## src/assert_macros.svh

```systemverilog
// Assertion macros shared by the date stepper RTL.
`ifndef ASSERT_MACROS_SVH
`define ASSERT_MACROS_SVH

// Property that must hold at every clock edge outside reset.
`define CDS_ASSERT(lbl, prop, msg) \
  lbl: assert property (@(posedge clk_i) disable iff (!rst_ni) prop) \
    else $error(msg);

// Condition that must never be seen outside reset.
`define CDS_ASSERT_NEVER(lbl, expr, msg) \
  `CDS_ASSERT(lbl, !(expr), msg)

`endif

```

## src/cds_pkg.sv

```systemverilog
// Types, constants and calendar table functions for the date stepper.
package cds_pkg;

  localparam int unsigned YearW    = 14;
  localparam int unsigned MonthW   = 4;
  localparam int unsigned DayW     = 5;
  localparam int unsigned OrdinalW = 9;

  localparam logic [MonthW-1:0] MonthsPerYear = 4'd12;

  // Multiplicative inverse of 25 modulo 2**14, and the largest product that
  // still marks a multiple of 25 (floor((2**14 - 1) / 25)).
  localparam logic [YearW-1:0] Inv25     = 14'd7209;
  localparam logic [YearW-1:0] Div25Max  = 14'd655;

  typedef enum logic [1:0] {
    ActLoad     = 2'd0,
    ActAddDay   = 2'd1,
    ActAddMonth = 2'd2,
    ActAddYear  = 2'd3
  } action_e;

  // Gregorian leap rule. Divisibility by 25 uses the exact inverse test for
  // an odd divisor, so no divider is needed. Only the low bits of the
  // product matter for that test.
  function automatic logic is_leap(input logic [YearW-1:0] year);
    logic [YearW-1:0] prod;
    logic             div4;
    logic             div16;
    logic             div25;
    prod  = year * Inv25;
    div4  = (year[1:0] == 2'd0);
    div16 = (year[3:0] == 4'd0);
    div25 = (prod <= Div25Max);
    return div4 && (!div25 || div16);
  endfunction

  function automatic logic [DayW-1:0] month_len(input logic leap,
                                                input logic [MonthW-1:0] month);
    logic [DayW-1:0] len;
    unique case (month)
      4'd2:                      len = leap ? 5'd29 : 5'd28;
      4'd4, 4'd6, 4'd9, 4'd11:   len = 5'd30;
      default:                   len = 5'd31;
    endcase
    return len;
  endfunction

  function automatic logic [OrdinalW-1:0] days_before(input logic leap,
                                                      input logic [MonthW-1:0] month);
    logic [OrdinalW-1:0] base;
    logic [OrdinalW-1:0] extra;
    unique case (month)
      4'd2:    base = 9'd31;
      4'd3:    base = 9'd59;
      4'd4:    base = 9'd90;
      4'd5:    base = 9'd120;
      4'd6:    base = 9'd151;
      4'd7:    base = 9'd181;
      4'd8:    base = 9'd212;
      4'd9:    base = 9'd243;
      4'd10:   base = 9'd273;
      4'd11:   base = 9'd304;
      4'd12:   base = 9'd334;
      default: base = 9'd0;
    endcase
    extra = (leap && (month > 4'd2)) ? 9'd1 : 9'd0;
    return base + extra;
  endfunction

endpackage

```

## src/calendar_date_stepper.sv

```systemverilog
// Gregorian date stepper: kept date register with load and add-day/month/year steps.
//
// The block keeps one Gregorian date, starting at January 1 of year 1 after
// reset. Every item on the input stream either loads a date (tuser = 0) or
// advances the kept date by one day (1), one month (2) or one year (3), and
// every item yields exactly one result item carrying the new date and its day
// of year (1 to 366, leap aware). Loaded values are clamped: a year above
// MAX_YEAR becomes MAX_YEAR, month 0 becomes 1 and months above 12 become 12,
// and day 0 becomes 1 while a day past the month end becomes the last day of
// that month. Adding a day past the month end gives the 1st of the next month;
// adding a month or a year clamps the day to the last day of the new month,
// so February 29 plus one year gives February 28. Stepping past December goes
// to January of the next year, and stepping past MAX_YEAR wraps to year 0.
// Year 0 counts as a leap year. An item is latched into an input register and
// moves on into the result register once that register is free, and a new
// item can be taken every cycle while the result stream does not stall. The
// logic between the two registers holds one small multiplier (the
// divisibility-by-25 check of the leap rule) followed by the month-length
// lookups, the day clamp and the day-of-year add. When the result stream
// stalls, the input register holds one more item and then the input side
// stops taking items.
module calendar_date_stepper #(
  parameter int unsigned MAX_YEAR = 9999
) (
  input  logic        clk_i,
  input  logic        rst_ni,
  input  logic        s_axis_tvalid,
  output logic        s_axis_tready,
  // tdata: load_year [13:0], load_month [17:14], load_day [22:18], zeros [23]
  input  logic [23:0] s_axis_tdata,
  // tuser: action [1:0]
  input  logic [1:0]  s_axis_tuser,
  output logic        m_axis_tvalid,
  input  logic        m_axis_tready,
  // tdata: cur_year [13:0], cur_month [17:14], cur_day [22:18], ordinal_day [31:23]
  output logic [31:0] m_axis_tdata
);

  `include "assert_macros.svh"

  localparam logic [cds_pkg::YearW-1:0] MaxYr = cds_pkg::YearW'(MAX_YEAR);

  // Input register.
  logic                          in_valid_q;
  cds_pkg::action_e              in_action_q;
  logic [cds_pkg::YearW-1:0]     in_year_q;
  logic [cds_pkg::MonthW-1:0]    in_month_q;
  logic [cds_pkg::DayW-1:0]      in_day_q;

  // Kept date, plus the leap flag of the kept year.
  logic [cds_pkg::YearW-1:0]     year_q,  year_d;
  logic [cds_pkg::MonthW-1:0]    month_q, month_d;
  logic [cds_pkg::DayW-1:0]      day_q,   day_d;
  logic                          leap_q,  leap_d;

  // Result register.
  logic                          out_valid_q;
  logic [cds_pkg::YearW-1:0]     out_year_q;
  logic [cds_pkg::MonthW-1:0]    out_month_q;
  logic [cds_pkg::DayW-1:0]      out_day_q;
  logic [cds_pkg::OrdinalW-1:0]  out_ord_q, ord_d;

  logic                          s_accept;
  logic                          out_free;
  logic                          step_en;

  logic [cds_pkg::YearW-1:0]     year_inc;
  logic [cds_pkg::YearW-1:0]     load_year;
  logic [cds_pkg::MonthW-1:0]    load_month;
  logic [cds_pkg::YearW-1:0]     cand_year;
  logic                          leap_cand;
  logic [cds_pkg::DayW-1:0]      cur_len;
  logic [cds_pkg::DayW-1:0]      new_len;

  // Checked conditions.
  logic                          out_is_kept;
  logic                          out_day_ok;
  logic                          kept_in_range;
  logic                          pipe_full;

  assign out_free      = !out_valid_q || m_axis_tready;
  assign step_en       = in_valid_q && out_free;
  assign s_axis_tready = !in_valid_q || out_free;
  assign s_accept      = s_axis_tvalid && s_axis_tready;

  assign m_axis_tvalid = out_valid_q;
  assign m_axis_tdata  = {out_ord_q, out_day_q, out_month_q, out_year_q};

  always_comb begin
    year_inc   = (year_q >= MaxYr) ? '0 : year_q + 14'd1;
    load_year  = (in_year_q > MaxYr) ? MaxYr : in_year_q;
    if (in_month_q == 4'd0) begin
      load_month = 4'd1;
    end else if (in_month_q > cds_pkg::MonthsPerYear) begin
      load_month = cds_pkg::MonthsPerYear;
    end else begin
      load_month = in_month_q;
    end

    // Only one year other than the kept one can arise per item: the loaded
    // year for a load, the following year for every step.
    cand_year = (in_action_q == cds_pkg::ActLoad) ? load_year : year_inc;
    leap_cand = cds_pkg::is_leap(cand_year);
    cur_len   = cds_pkg::month_len(leap_q, month_q);

    year_d  = year_q;
    month_d = month_q;
    day_d   = day_q;
    leap_d  = leap_q;

    unique case (in_action_q)
      cds_pkg::ActLoad: begin
        year_d  = load_year;
        month_d = load_month;
        day_d   = in_day_q;
        leap_d  = leap_cand;
      end
      cds_pkg::ActAddDay: begin
        if (day_q >= cur_len) begin
          day_d = 5'd1;
          if (month_q == cds_pkg::MonthsPerYear) begin
            month_d = 4'd1;
            year_d  = year_inc;
            leap_d  = leap_cand;
          end else begin
            month_d = month_q + 4'd1;
          end
        end else begin
          day_d = day_q + 5'd1;
        end
      end
      cds_pkg::ActAddMonth: begin
        if (month_q == cds_pkg::MonthsPerYear) begin
          month_d = 4'd1;
          year_d  = year_inc;
          leap_d  = leap_cand;
        end else begin
          month_d = month_q + 4'd1;
        end
      end
      cds_pkg::ActAddYear: begin
        year_d = year_inc;
        leap_d = leap_cand;
      end
      default: begin
        year_d = year_q;
      end
    endcase

    // Clamp the day into the new month; only a load can bring day 0.
    new_len = cds_pkg::month_len(leap_d, month_d);
    if (day_d > new_len) begin
      day_d = new_len;
    end
    if (day_d == 5'd0) begin
      day_d = 5'd1;
    end

    ord_d = cds_pkg::days_before(leap_d, month_d) + cds_pkg::OrdinalW'(day_d);
  end

  always_ff @(posedge clk_i or negedge rst_ni) begin
    if (!rst_ni) begin
      in_valid_q  <= 1'b0;
      out_valid_q <= 1'b0;
      year_q      <= 14'd1;
      month_q     <= 4'd1;
      day_q       <= 5'd1;
      leap_q      <= 1'b0;
    end else begin
      if (s_accept) begin
        in_valid_q <= 1'b1;
      end else if (step_en) begin
        in_valid_q <= 1'b0;
      end

      if (step_en) begin
        out_valid_q <= 1'b1;
        year_q      <= year_d;
        month_q     <= month_d;
        day_q       <= day_d;
        leap_q      <= leap_d;
      end else if (m_axis_tready) begin
        out_valid_q <= 1'b0;
      end
    end
  end

  always_ff @(posedge clk_i) begin
    if (s_accept) begin
      in_action_q <= cds_pkg::action_e'(s_axis_tuser);
      in_year_q   <= s_axis_tdata[13:0];
      in_month_q  <= s_axis_tdata[17:14];
      in_day_q    <= s_axis_tdata[22:18];
    end
    if (step_en) begin
      out_year_q  <= year_d;
      out_month_q <= month_d;
      out_day_q   <= day_d;
      out_ord_q   <= ord_d;
    end
  end

  assign out_is_kept   = (out_year_q == year_q) && (out_month_q == month_q) &&
                         (out_day_q == day_q);
  assign out_day_ok    = (out_day_q != 5'd0) &&
                         (out_day_q <= cds_pkg::month_len(cds_pkg::is_leap(out_year_q),
                                                          out_month_q));
  assign kept_in_range = (year_q <= MaxYr) && (month_q != 4'd0) &&
                         (month_q <= cds_pkg::MonthsPerYear);
  assign pipe_full     = in_valid_q && out_valid_q && !m_axis_tready;

  `CDS_ASSERT(a_out_matches_state, m_axis_tvalid |-> out_is_kept, "result differs from kept date")
  `CDS_ASSERT(a_ready_only_on_stall, pipe_full || s_axis_tready, "input stalled, pipe not full")
  `CDS_ASSERT_NEVER(a_day_in_month, m_axis_tvalid && !out_day_ok, "day outside its month")
  `CDS_ASSERT(a_process_gives_result, step_en |=> m_axis_tvalid, "item produced no result")
  `CDS_ASSERT(a_year_in_range, kept_in_range, "kept date out of range")

endmodule
```

## config.mk

```make
export PLATFORM = sky130hd
export DESIGN_NAME = calendar_date_stepper
export DESIGN_NICKNAME = d
export VERILOG_FILES = /design/src/cds_pkg.sv /design/src/calendar_date_stepper.sv
export VERILOG_INCLUDE_DIRS = /design/src /design/src/src
export SDC_FILE = /design/constraint.sdc
export NUM_CORES = 1
export LEC_CHECK = 0
export BUFFER_PORTS_ARGS = -buffer_cell sky130_fd_sc_hd__buf_4
export CORE_MARGIN = 5
export CORE_UTILIZATION = 40
export CTS_CLUSTER_DIAMETER = 40
export DETAILED_ROUTE_END_ITERATION = 10
export PLACE_DENSITY = 0.61
export SLEW_MARGIN = 15
export SYNTH_ARGS = -nofsm -noshare
export SYNTH_HDL_FRONTEND = slang
export SYNTH_SLANG_ARGS = --single-unit
```

## constraint.sdc

```tcl
create_clock -name clk_i -period 20.2 [get_ports clk_i]
set_input_delay 1.01 -clock clk_i [delete_from_list [all_inputs] [get_ports clk_i]]
set_output_delay 1.01 -clock clk_i [all_outputs]
set_load 0.05 [all_outputs]
```

* Word level (Yosys, flattened, before mapping)
Memory sizes are Yosys's and may differ from the RTL's. Cells that the tools add are included.
Storage, ports and cells: memories kept 1, bits in read-only memories 144, bits in registers 83, input bits 30, output and inout port bits 34, word-level logic and storage cells 89
Memory list:
- (no name shown) | words 16, bits a word 9, read ports 1, clocked after Yosys merged registers in 0, wr ports 0, RTL line cds_pkg.sv:53 | unique case (month)
Cells by class: $mul 1, reduce and logical (&&, ||, !) cells 20, eq/ne operators 14, $lt $le $gt $ge 7, multiplexer cells 27, add/sub/neg operators 5
Operators with widths (count):
- $mux W14 | 5
- $pmux W14 S4 | 1
- $eq A4 B4 Y1 const B | 5
- $eq A4 B3 Y1 const B | 4
- $mux W4 | 4
- $mux W5 | 3
- $add A14 B1 Y14 const B | 1
- $ge A14 B14 Y1 const B | 1
- $gt A14 B14 Y1 const B | 1
- $le A14 B10 Y1 const B | 1
- $mul A14 B13 Y14 const B | 1
- $pmux W4 S3 | 1
- $pmux W5 S2 | 1
- $add A9 B1 Y9 | 1
- $add A9 B5 Y9 | 1
- $mux W1 | 9
- $eq A4 B2 Y1 const B | 2
- $logic_not A4 Y1 | 2
- $pmux W2 S2 | 2
- $reduce_or A4 Y1 | 2
- $add A5 B1 Y5 const B | 1
- $ge A5 B5 Y1 | 1
- $gt A5 B5 Y1 | 1
- $logic_not A5 Y1 | 1
- other kinds (12) | 22

* Depth between registers and ports, before layout
Gate-level depths: netlist of run 1.
word-level depth 18, depth in mapped cells 38, gate-level depth less buffers 37

* Worst setup path before layout of run 1
OpenSTA, ideal clock, no wires.
path kind register -> register, start point register in_action_q[0], end point register out_ord_q[8] (netlist bit) (data pin), data arrival time 8066 ps, period minus slack after synthesis 8331 ps, setup time 264 ps, data required time 19936 ps, buffers on the path 3, cell stages (with the launch flop) 37, path slack 11869 ps, cell sequence edfxtp_1 > inv_1 > ha_1 > clkbuf_1 > clkbuf_1 > clkbuf_1 > o21ai_0 > o31a_1 > fa_1 > inv_1 > ha_1 > ha_1 > inv_1 > fa_1 > fa_1 > xnor2_1 > xnor2_1 > xnor2_1 > xnor2_1 > xnor3_1 > a221o_1 > o221ai_2 > and2_1 > ha_1 > nand2_1 > o21ai_0 > nor4_1 > nor2_1 > a31oi_1 > fa_1 > inv_1 > fa_1 > a21o_1 > a21oi_1 > nor2b_1 > o21bai_1 > o21ai_0
On the way: longest elaborated chain between the ends 17, elaborated cells on any way between the ends 36, classes of those cells 2 x add/sub; 1 x mul; 3 x order compare; 8 x eq/ne; 11 x mux; 10 x reduce/logical; 1 x memory
Ends and longest elaborated chain:
- start, declared | RTL line calendar_date_stepper.sv:45 | cds_pkg::action_e in_action_q;
- start signal, assigned | RTL line calendar_date_stepper.sv:191 | in_action_q <= cds_pkg::action_e'(s_axis_tuser);
- $logic_not A2 Y1 | RTL line calendar_date_stepper.sv:102, calendar_date_stepper.sv:111
- $mux W14 | RTL line calendar_date_stepper.sv:102 | cand_year = (in_action_q == cds_pkg::ActLoad) ? load_year : year_inc;
- $mul A14 B13 Y14 | RTL line cds_pkg.sv:31 | prod = year * Inv25;
- $le A14 B10 Y1 | RTL line cds_pkg.sv:34 | div25 = (prod <= Div25Max);
- $logic_not A1 Y1 | RTL line cds_pkg.sv:35 | return div4 && (!div25 || div16);
- $logic_or A1 B1 Y1 | RTL line cds_pkg.sv:35
- $logic_and A1 B1 Y1 | RTL line cds_pkg.sv:35
- $mux W1 | RTL line calendar_date_stepper.sv:121, calendar_date_stepper.sv:133
- [... 2 more ...]
- $mux W1 | RTL line cds_pkg.sv:42 | 4'd2: len = leap ? 5'd29 : 5'd28;
- $pmux W2 S2 | RTL line cds_pkg.sv:41 | unique case (month)
- $gt A5 B5 Y1 | RTL line calendar_date_stepper.sv:152 | if (day_d > new_len) begin
- $mux W5 | RTL line calendar_date_stepper.sv:152
- $logic_not A5 Y1 | RTL line calendar_date_stepper.sv:155 | if (day_d == 5'd0) begin
- $mux W5 | RTL line calendar_date_stepper.sv:155
- $add A9 B5 Y9 * | RTL line calendar_date_stepper.sv:159 | ord_d = cds_pkg::days_before(leap_d, month_d) + cds_pkg::OrdinalW'(day_d);
- via ord_d, one bit | RTL line calendar_date_stepper.sv:61 | logic [cds_pkg::OrdinalW-1:0] out_ord_q, ord_d;
- end signal, assigned | RTL line calendar_date_stepper.sv:200 | out_ord_q <= ord_d;
- end, declared | RTL line calendar_date_stepper.sv:61
The timed path passes the listed nets; every way through them passes the cells marked *. A chain may end at the register's enable or synchronous reset.

* Final worst setup path of run 1
start point register year_q[0] (netlist bit), end point register out_ord_q[8] (netlist bit) (data pin)
On the way: longest elaborated chain between the ends 18, elaborated cells on any way between the ends 24, classes of those cells 3 x add/sub; 1 x mul; 3 x order compare; 10 x mux; 7 x reduce/logical
Ends and longest elaborated chain:
- start, declared | RTL line calendar_date_stepper.sv:51 | logic [cds_pkg::YearW-1:0] year_q, year_d;
- start signal, assigned | RTL line calendar_date_stepper.sv:179 | year_q <= year_d;
- $add A14 B1 Y14 or $ge A14 B14 Y1 (tied branches) | RTL line calendar_date_stepper.sv:90 | year_inc = (year_q >= MaxYr) ? '0 : year_q + 14'd1;
- $mux W14 * | RTL line calendar_date_stepper.sv:90
- $mux W14 * | RTL line calendar_date_stepper.sv:102
- $mul A14 B13 Y14 | RTL line cds_pkg.sv:31
- $le A14 B10 Y1 | RTL line cds_pkg.sv:34
- $logic_not A1 Y1 | RTL line cds_pkg.sv:35
- $logic_or A1 B1 Y1 | RTL line cds_pkg.sv:35
- $logic_and A1 B1 Y1 * | RTL line cds_pkg.sv:35
- [... 3 more ...]
- $mux W1 | RTL line cds_pkg.sv:42
- $pmux W2 S2 | RTL line cds_pkg.sv:41
- $gt A5 B5 Y1 | RTL line calendar_date_stepper.sv:152
- $mux W5 | RTL line calendar_date_stepper.sv:152
- $logic_not A5 Y1 | RTL line calendar_date_stepper.sv:155
- $mux W5 | RTL line calendar_date_stepper.sv:155
- $add A9 B5 Y9 * | RTL line calendar_date_stepper.sv:159
- via ord_d, one bit | RTL line calendar_date_stepper.sv:61
Marks and branches as above.

==> results by group, run 1 <==
Logic synthesis
  • Synth Cell Area: 5961 sq um
  • FFs w/ async S/R, synth: 31.33%
  • Synth top area share: 28.72%
  • Syn_nets: 684
  • Syn avg cell area: 10.35 sq um
  • Post-synth EDFFs: 57
  • Post-Syn Instances: 576
  • Number of distinct library cells after synthesis: 65
  • Primary FF master, synth: edfxtp_1
  • #FFs+latches synth: 83
  • Largest area contributor in the netlist: edfxtp_1
  • Sequential share of the synthesized area: 39.69%
  • Synth warn: 0
  • Top cells by area, synth: edfxtp_1 29%, ha_1 14%, dfrtp_1 9.7%

Flow run
  • Max-cap violations: 0

GRT
  • Vias in the first global route: 4233
  • Initial antenna violation count: 0
  • Met3 Use GR: 2.748%
  • Met2 Usage GRT: 23.78%
  • Grt peak-use layer: met2
  • Largest net degree at the start of global routing: 49
  • Total global routing overflow: 0
  • First-pass GRT wire length: 21910 microns
  • GR met1 Demand/Resource: 21.94%
  • Tot GR Track Use: 15.51%

Setup path
  • Cell repeated most along the worst path: ha_1
  • Critical Path Max Stage Delay: 0.68 ns
  • CP Data Arrival Time: 9.65 ns
  • Critical path class: reg -> reg
  • CP max stage cell: nor4_1
  • Critical Path End Type: flop
  • Crit-path max FO: 11
  • Critical Path Source Type: flop
  • WP data required: 20.28 ns

CTS
  • Clk_lat worst skew: 0.35 ns
  • H-tree Lvls: 3
  • # resized after CTS: 0
  • Post-CTS setup buffer count: 0
  • CTS tree: done
  • Hold Buf Count CTS: 0
  • CTS root buf: clkbuf_16
  • CTS Buf Count: 9
  • Clk sinks: 83
  • Worst-path clk slew: 0.06 ns
  • Clk buf depth: 2

STA
  • Slew @ Worst Pin: 1.090 ns
  • Layout Skew: 0.007879 ns
  • F_max: 104.6 MHz
  • Final period util: 47.35%
  • Slew headroom: 26.88%
  • TNS Setup: 0 ns
  • Hold Slack: 0.4975 ns
  • Setup WS post-layout: 10.64 ns
  • Slew Limit Fails: 0
  • # setup viols final: 0
  • Tmin final: 9.564 ns
  • RSZ-0062 raised after global routing: no
  • Final Hold Vio Count: 0

Placement
  • Cells after DPL: 805
  • HPWL Detailed: 10300 microns
  • Dpl ws: 10.72 ns
  • Port-buffer cells: 62
  • Gpl congestion: 0.8842

Hold path
  • Hold Crit Class: reg -> reg

Floorplanning
  • Core region area: 14590 sq um
  • Starting Density: 40.86%
  • Die Area: 17440 sq um
  • Cell Rows: 44
  • Chip width: 132.1 microns
  • Die height: 132.1 microns
  • Number of I/O pins: 64

Outcome
  • Status: completed

Final layout
  • Nets: 740
  • Post-Layout Cell Count: 821
  • Most common cell after layout, fill and taps aside: ha_1
  • Area Growth Syn to Fin: 15.49%
  • ANT cells: 0
  • Layout cells sized above 1: 17.11%
  • Leading cell types in the layout, fill and taps excluded: 65 x ha_1, 64 x buf_4, 62 x inv_1

Routing
  • Routed vias: 4409
  • Drt via density: 5.370
  • Total wire length: 13210 microns
  • DR pass1 iterations: 4
  • Avg WL per Cell: 16.08 microns
  • DR iter-0 viols: 437
  • Antenna Violating Nets Remaining: 0
  • Post-route DRC: 0

Pwr
  • LEAKAGE: 3.057 nW
  • Total power: 0.9925 mW
  • Pwr dens: 144.2 nW/um^2
  • Net Sw Power: 0.4229 mW
  • Gate power share: 57.4%
  • Sw frac: 42.61%
  • Clock share of power: 16.2%
  • Cell Int Power: 0.5696 mW
  • Sequential fraction of design power: 26.4%
  • Worst IR drop on VDD: 64.31 uV
## registers in the layout (all words and copies together), names as in the netlist
name and flops:
in_action_q 2, in_valid_q 1, year_q 14, out_ord_q 9, m_axis_tvalid 1, day_q 5
out_day_q 5, in_day_q 5, out_month_q 4, leap_q 1, in_month_q 4, month_q 4
out_year_q 14, in_year_q 14
## area by class of cell
| cell class | count | area [sq um] |
|---|---|---|
| multi-input cells | 410 | 3277 |
| fillers | 1327 | 7705 |
| clock buffers | 13 | 271.5 |
| inverters | 64 | 240.2 |
| clock inverters | 3 | 18.77 |
| flip-flops and latches | 83 | 2366 |
| repair buffers | 64 | 480.5 |
| well taps | 184 | 230.2 |
## path summary, 6_finish.rpt
| kind | startpoint | end | slack [ns] | cells past startpoint |
|---|---|---|---|---|
| hold reg to reg | in_valid_q | m_axis_tvalid | 0.50 | 1 |
| setup / recovery | year_q[0] | out_ord_q[8] | 10.64 | 36 |
| setup reg to reg | year_q[0] | out_ord_q[8] | 10.64 | 36 |
| min in group asynchronous | rst_ni | in_valid_q | 0.59 | 1 |
| max in group asynchronous | rst_ni | day_q[0] | 19.27 | 1 |
| hold / removal | in_valid_q | m_axis_tvalid | 0.50 | 1 |
## critical path, delay by kind of cell, from the launching register on
family,cells,cell delay (ns)
adders and majority gates,10,3.27
buffers and inverters,3,0.15
DFF,1,0.60
and+or+nand+nor,6,1.44
AOI/OAI and AO/OA,17,3.83
## power by group through the flow
stage	Clock, mW	Sequential, mW	Combinational [mW]
floorplan	0	0.303	0.409
global placement	0	0.263	0.559
detailed placement	0	0.265	0.570
CTS	0.165	0.262	0.575
global route	0.171	0.267	0.649
finish	0.161	0.262	0.570
## per-stage QoR
step | utilization (%) | instance area (sq um)
2_1_floorplan | - | 5961
3_3_place_gp | 45.19 | 6593
4_1_cts | 47.18 | 6883
3_5_place_dp | 45.19 | 6593
6_report | 47.19 | 6884
5_1_grt | 47.19 | 6884
## metal layers
layer  wire length, microns  vias up
li1                       -     2193
met3                    565       16
met1                   6360     2108
met4                    250        0
met5                      0        -
met2                   6028       92
## Yosys cell counts (all sizes together) (9+ instances only)
| master | number |
|---|---|
| a21o | 11 |
| a21oi | 21 |
| a22oi | 12 |
| a31oi | 9 |
| clkbuf | 11 |
| dfrtp | 23 |
| edfxtp | 57 |
| fa | 13 |
| ha | 65 |
| inv | 63 |
| mux2 | 17 |
| nand2 | 44 |
| nand3 | 11 |
| nor2 | 31 |
| o21ai | 42 |
| o31ai | 9 |
| xnor2 | 24 |
| xor2 | 11 |
## kinds of logic (layout without fill, tap and decap cells)
| family | Yosys count | count (layout) | share of synthesized area (%) |
|---|---|---|---|
| buffers and inverters | 83 | 144 | 5.436 |
| adders and majority gates | 78 | 78 | 18.01 |
| muxes | 22 | 22 | 4.051 |
| and+or+nand+nor | 123 | 123 | 10.05 |
| DFF | 83 | 83 | 39.69 |
| AOI/OAI and AO/OA | 150 | 150 | 16.86 |
| xor gates and xnor gates | 37 | 37 | 5.898 |
(Power assumes the default switching activity.)
==> inputs of run 2 (changes only) <==
--- a/config.mk
+++ b/config.mk
@@ -11,7 +11,7 @@
 export CORE_UTILIZATION = 40
 export CTS_CLUSTER_DIAMETER = 40
 export DETAILED_ROUTE_END_ITERATION = 10
-export PLACE_DENSITY = 0.61
+export PLACE_DENSITY = 0.63
 export SLEW_MARGIN = 15
 export SYNTH_ARGS = -nofsm -noshare
 export SYNTH_HDL_FRONTEND = slang
==> constraint.sdc (replaced) <==
create_clock -name clk_i -period 8.5 [get_ports clk_i]
set_input_delay 0.425 -clock clk_i [delete_from_list [all_inputs] [get_ports clk_i]]
set_output_delay 0.425 -clock clk_i [all_outputs]
set_load 0.05 [all_outputs]
==> results by group, run 2 (synthesis gave the netlist of run 1 again) <==
STA
  • F_max: 121.6 MHz (+16%)
  • Layout Skew: 0.01177 ns (+0.003895 ns)
  • Slew headroom: 23.03% (-3.8 points)
  • # setup viols final: 0 (unchanged)
  • Setup WS post-layout: 0.2764 ns (-10.36 ns)
  • Final Hold Vio Count: 0 (unchanged)
  • Tmin final: 8.224 ns (-1.341 ns)
  • Slew Limit Fails: 0 (unchanged)
  • Final period util: 96.75% (+49 points)
  • Slew @ Worst Pin: 1.148 ns (+0.05736 ns)

CTS
  • Clk buf depth: 2 (unchanged)
  • H-tree Lvls: 3 (unchanged)
  • Clk_lat worst skew: 0.35 ns (about the same)
  • Worst-path clk slew: 0.06 ns (about the same)
  • CTS Buf Count: 9 (unchanged)
  • Hold Buf Count CTS: 0 (unchanged)
  • CTS root buf: clkbuf_16
  • Clk sinks: 83 (unchanged)
  • CTS tree: done

Floorplanning
  • Core region area: 14590 sq um (unchanged)
  • Cell Rows: 44 (unchanged)
  • Die Area: 17440 sq um (unchanged)
  • Number of I/O pins: 64 (unchanged)
  • Die height: 132.1 microns (unchanged)
  • Starting Density: 40.86% (unchanged)
  • Chip width: 132.1 microns (unchanged)

Placement
  • Gpl congestion: 0.9036 (+2.2%)
  • HPWL Detailed: 10730 microns (+4.2%)
  • Port-buffer cells: 62 (unchanged)
  • Dpl ws: -0.01476 ns (-10.73 ns)

Final layout
  • Area Growth Syn to Fin: 24.75%
  • Layout cells sized above 1: 26.79% (+9.7 points)
  • Most common cell after layout, fill and taps aside: buf_4
  • Largest regs: in_year_q x14, out_year_q x14, year_q x14
  • Fill count: 1305 (-1.7%)
  • Nets: 786 (+6.2%)
  • ANT cells: 0 (unchanged)
  • Final Core Density: 50.97% (+3.8 points)
  • Leading cell types in the layout, fill and taps excluded: 108 x buf_4, 61 x ha_1, 60 x inv_1

GRT
  • Met3 Use GR: 2.939% (+0.19 points)
  • First-pass GRT wire length: 22810 microns (+4.1%)
  • Tot GR Track Use: 16.10% (+0.59 points)
  • Initial antenna violation count: 0 (unchanged)
  • Grt peak-use layer: met2
  • Met2 Usage GRT: 25.10% (+1.3 points)
  • Total global routing overflow: 0 (unchanged)
  • GR met1 Demand/Resource: 22.77% (+0.83 points)
  • Vias in the first global route: 4507 (+6.5%)
  • Largest net degree at the start of global routing: 49 (unchanged)

Setup path
  • R2r setup slk: 0.28 ns (-10.36 ns)
  • Critical Path End Type: flop
  • Worst R2R End: out_ord_q[8]
  • Reg2Reg Depth: 33 (-8.3%)
  • Crit-path max FO: 6 (-5)
  • FF-to-FF Start: year_q[7]
  • Cell repeated most along the worst path: inv_1
  • Critical Path Source Type: flop
  • Critical Path Max Stage Delay: 0.58 ns (-0.10 ns)
  • Critical path class: reg -> reg
  • WP data required: 8.59 ns (-11.69 ns)
  • CP Data Arrival Time: 8.31 ns (-1.34 ns)
  • Top delay family on crit path: adder cells
  • WP buf/inv: 5 (+2)
  • CP max stage cell: fa_2

Routing
  • DR pass1 iterations: 7 (+3)
  • Drt via density: 5.352 (-0.34%)
  • Avg WL per Cell: 16.12 microns (+0.24%)
  • Antenna Violating Nets Remaining: 0 (unchanged)
  • DR iter-0 viols: 358 (-18%)
  • Total wire length: 13980 microns (+5.9%)
  • Routed vias: 4640 (+5.2%)
  • Post-route DRC: 0 (unchanged)

Pwr
  • Worst IR drop on VDD: 147.2 uV (+130%)
  • LEAKAGE: 3.304 nW (+8.1%)
  • Pwr dens: 351.5 nW/um^2 (+140%)

Hold path
  • Hold Crit Class: in -> async

Outcome
  • Status: completed

Flow run
  • Max-cap violations: 0 (unchanged)
-- run 2: changes by cell type in the layout (fill, tap and decap cells not counted), moves of 3 or more --
cell / change
buf_4: +44
o21ai_0: -6
o21ai_1: +5
a21oi_1: -4
ha_1: -4
a21oi_2: +3
fa_1: -3
fa_2: +3
ha_4: +3
-- run 2: worst max path at each step --
stage / startpoint / to / slack, ns / cells after the start
floorplan: in_action_q[0] / out_ord_q[8] / 0.17 / 36
global placement: year_q[7] / out_ord_q[8] / 0.10 / 34
detailed placement: year_q[7] / out_ord_q[8] / -0.01 / 35
CTS: year_q[7] / out_ord_q[8] / 0.04 / 35
global route: year_q[7] / out_ord_q[8] / -0.07 / 34
finish: year_q[7] / out_ord_q[8] / 0.28 / 33
-- run 2: cell type report --
cell class	instances	area (sq um)	share of cell area, %
Clock buffer	13	261.5	3.517
Clock inverter	3	21.27	0.2861
Inverter	64	240.2	3.231
Multi-Input combinational cell	410	3475	46.73
Sequential cell	83	2366	31.82
Tap cell	184	230.2	3.096
Timing Repair Buffer	110	842.1	11.32
-- run 2: report_power, final --
part | switching, mW | internal (mW) | total (mW)
combinational | 0.895 | 0.734 | 1.63
clock | 0.159 | 0.216 | 0.376
sequential | 0.0675 | 0.541 | 0.608
-- run 2: repair_timing --
item                                    in CTS  in global routing
endpoints found under the setup margin       2                  5
pin swaps                                    0                 24
resized for setup                            2                 43
setup buffers                                0                  8
hold endpoints to repair                     0                  0
-- run 2: routing by layer --
metal  vias up  part of all wire [%]
met5         -                     0
met2        92                    47
met1      2258                    47
li1       2278                     -
met3        12                   3.8
met4         0                   1.4
-- run 2: stage by stage --
step / total power [mW] / TNS [ns] / cells / hold WS, ns / area (sq um)
finish: 2.613 / 0 / 867 / 0.002969 / 7436
global route: 2.830 / -0.1971 / 867 / 0.02574 / 7436
CTS: 2.479 / 0 / 859 / 0.006688 / 7187
detailed placement: 2.085 / -0.01476 / 843 / 0.3863 / 6890
global placement: 2.039 / 0 / 843 / 0.3851 / 6890
floorplan: 1.691 / 0 / 576 / 0.1294 / 5961
==> inputs of run 3 (changes only) <==
--- a/config.mk
+++ b/config.mk
@@ -11,7 +11,9 @@
 export CORE_UTILIZATION = 40
 export CTS_CLUSTER_DIAMETER = 40
 export DETAILED_ROUTE_END_ITERATION = 10
+export MAX_ROUTING_LAYER = met4
 export PLACE_DENSITY = 0.63
+export SKIP_LAST_GASP = 1
 export SLEW_MARGIN = 15
 export SYNTH_ARGS = -nofsm -noshare
 export SYNTH_HDL_FRONTEND = slang
==> results by group, run 3 (synthesis gave the netlist of run 1 again) <==
Final layout
  • Post-Layout Cell Count: 866 (-0.12%)
  • Register Area: 2366 sq um (unchanged)
  • Nets: 785 (-0.13%)
  • Area of the multi-input gates: 3431 sq um (-1.3%)
  • Fill count: 1285 (-1.5%)
  • ANT cells: 0 (unchanged)
  • Layout cells sized above 1: 25.95% (-0.84 points)
  • Largest regs: in_year_q x14, out_year_q x14, year_q x14
  • Leading cell types in the layout, fill and taps excluded: 108 x buf_4, 63 x ha_1, 61 x inv_1
  • Area Growth Syn to Fin: 23.64%
  • Most common cell after layout, fill and taps aside: buf_4

GRT
  • Total global routing overflow: 0 (unchanged)
  • Vias in the first global route: 4642 (+3.0%)
  • Largest net degree at the start of global routing: 49 (unchanged)
  • Initial antenna violation count: 0 (unchanged)
  • Tot GR Track Use: 16.95% (+0.85 points)
  • First-pass GRT wire length: 23380 microns (+2.5%)

Placement
  • Gpl congestion: 0.8925 (-1.2%)
  • Cells after DPL: 844 (+0.12%)
  • HPWL Detailed: 10900 microns (+1.6%)
  • Port-buffer cells: 62 (unchanged)
  • Dpl ws: 0.02308 ns (+0.03785 ns)

Setup path
  • Critical Path End Type: flop
  • Critical Path Max Stage Delay: 0.59 ns (about the same)
  • FF-to-FF Start: year_q[5]
  • WP data required: 8.59 ns (about the same)
  • CP Data Arrival Time: 8.27 ns (-0.04 ns)
  • Critical Path Source Type: flop
  • Worst Setup SP: year_q[5]
  • CP max stage cell: fa_2
  • Crit-path max FO: 6 (unchanged)
  • Critical path class: reg -> reg
  • R2r setup slk: 0.33 ns (+0.05 ns)

CTS
  • H-tree Lvls: 3 (unchanged)
  • Clk buf depth: 2 (unchanged)
  • Clk_lat worst skew: 0.35 ns (about the same)
  • Clk sinks: 83 (unchanged)
  • CTS tree: done
  • Worst-path clk slew: 0.07 ns (about the same)
  • CTS root buf: clkbuf_16
  • CTS Buf Count: 9 (unchanged)

Pwr
  • LEAKAGE: 3.294 nW (-0.31%)
  • Total power: 2.575 mW (-1.5%)
  • Worst IR drop on VDD: 188.6 uV (+28%)
  • Pwr dens: 349.4 nW/um^2 (-0.58%)

Routing
  • DR iter-0 viols: 413 (+15%)
  • DR pass1 iterations: 5 (-2)
  • Avg WL per Cell: 16.48 microns (+2.2%)
  • Post-route DRC: 0 (unchanged)
  • Routed vias: 4712 (+1.6%)
  • Total wire length: 14270 microns (+2.1%)
  • Drt via density: 5.441 (+1.7%)
  • Antenna Violating Nets Remaining: 0 (unchanged)

STA
  • Slew Limit Fails: 0 (unchanged)
  • Hold Slack: 0.002248 ns (-0.0007212 ns)
  • Final Hold Vio Count: 0 (unchanged)
  • Setup WS post-layout: 0.3252 ns (+0.04877 ns)
  • Final period util: 96.17% (-0.57 points)
  • Layout Skew: 0.008963 ns (-0.002811 ns)
  • Slew headroom: 27.74% (+4.7 points)
  • F_max: 122.3 MHz (+0.60%)
  • Tmin final: 8.175 ns (-0.04877 ns)
  • Slew @ Worst Pin: 1.077 ns (-0.07022 ns)
  • # setup viols final: 0 (unchanged)

Floorplanning
  • Number of I/O pins: 64 (unchanged)
  • Die Area: 17440 sq um (unchanged)
  • Cell Rows: 44 (unchanged)
  • Core region area: 14590 sq um (unchanged)
  • Chip width: 132.1 microns (unchanged)
  • Die height: 132.1 microns (unchanged)
  • Starting Density: 40.86% (unchanged)

Flow run
  • Max-cap violations: 0 (unchanged)

Hold path
  • Hold Crit Class: in -> async

Outcome
  • Status: completed
run 3: cell types whose count changed in the layout (fill, tap and decap cells not counted), moves of 2 or more:
cell and delta:
o21ai_0 +3, ha_1 +2, clkbuf_1 -2, o21ai_1 -3
run 3: final timing paths:
kind,end,cells past startpoint
min reg2reg,m_axis_tvalid,1
max,out_ord_q[7],33
min in group clk_i,in_action_q[1],1
min,day_q[4],1
max in group asynchronous,year_q[0],1
max reg2reg,out_ord_q[7],33
run 3: layout make-up:
class                   count  share of cell area [%]
inverters                  64                   3.260
multi-input cells         410                   46.55
clock inverters             5                  0.3905
well taps                 184                   3.124
clock buffers              11                   3.294
repair buffers            109                   11.27
flip-flops and latches     83                   32.11
run 3: where the power goes:
part | switching, mW | leakage (nW) | internal, mW
Combinational | 0.888 | 2.29 | 0.718
Sequential | 0.0631 | 0.879 | 0.540
Clock | 0.161 | 0.129 | 0.204
run 3: timing repair:
action,CTS,global route
hold endpoints to repair,0,0
pin swaps,0,17
resized for setup,1,31
buffers inserted,0,6
hold buffers,0,0
endpoints found under the setup margin,1,7
run 3: routing by layer:
metal	up-vias	routed length, microns	global-route usage (%)
li1	2276	-	-
met1	2296	6634	22.51
met2	124	6746	26.45
met3	16	676	3.588
met4	0	215	4.514
met5	-	0	-
run 3: critical path: cells and delay by family, from the launching register on:
family / cells / cell delay (ns)
DFF: 1 / 0.41
buffers and inverters: 5 / 0.55
AOI/OAI and AO/OA: 12 / 2.59
xor gates and xnor gates: 2 / 0.45
adders and majority gates: 8 / 2.98
and+or+nand+nor: 6 / 0.96
run 3: stage by stage:
stage / instance area, sq um / setup TNS [ns] / util, %
CTS: 7174 / 0 / 49.18
detailed placement: 6898 / 0 / 47.28
floorplan: 5961 / 0 / -
global placement: 6898 / 0 / 47.28
finish: 7370 / 0 / 50.51
global route: 7370 / -0.1168 / 50.51
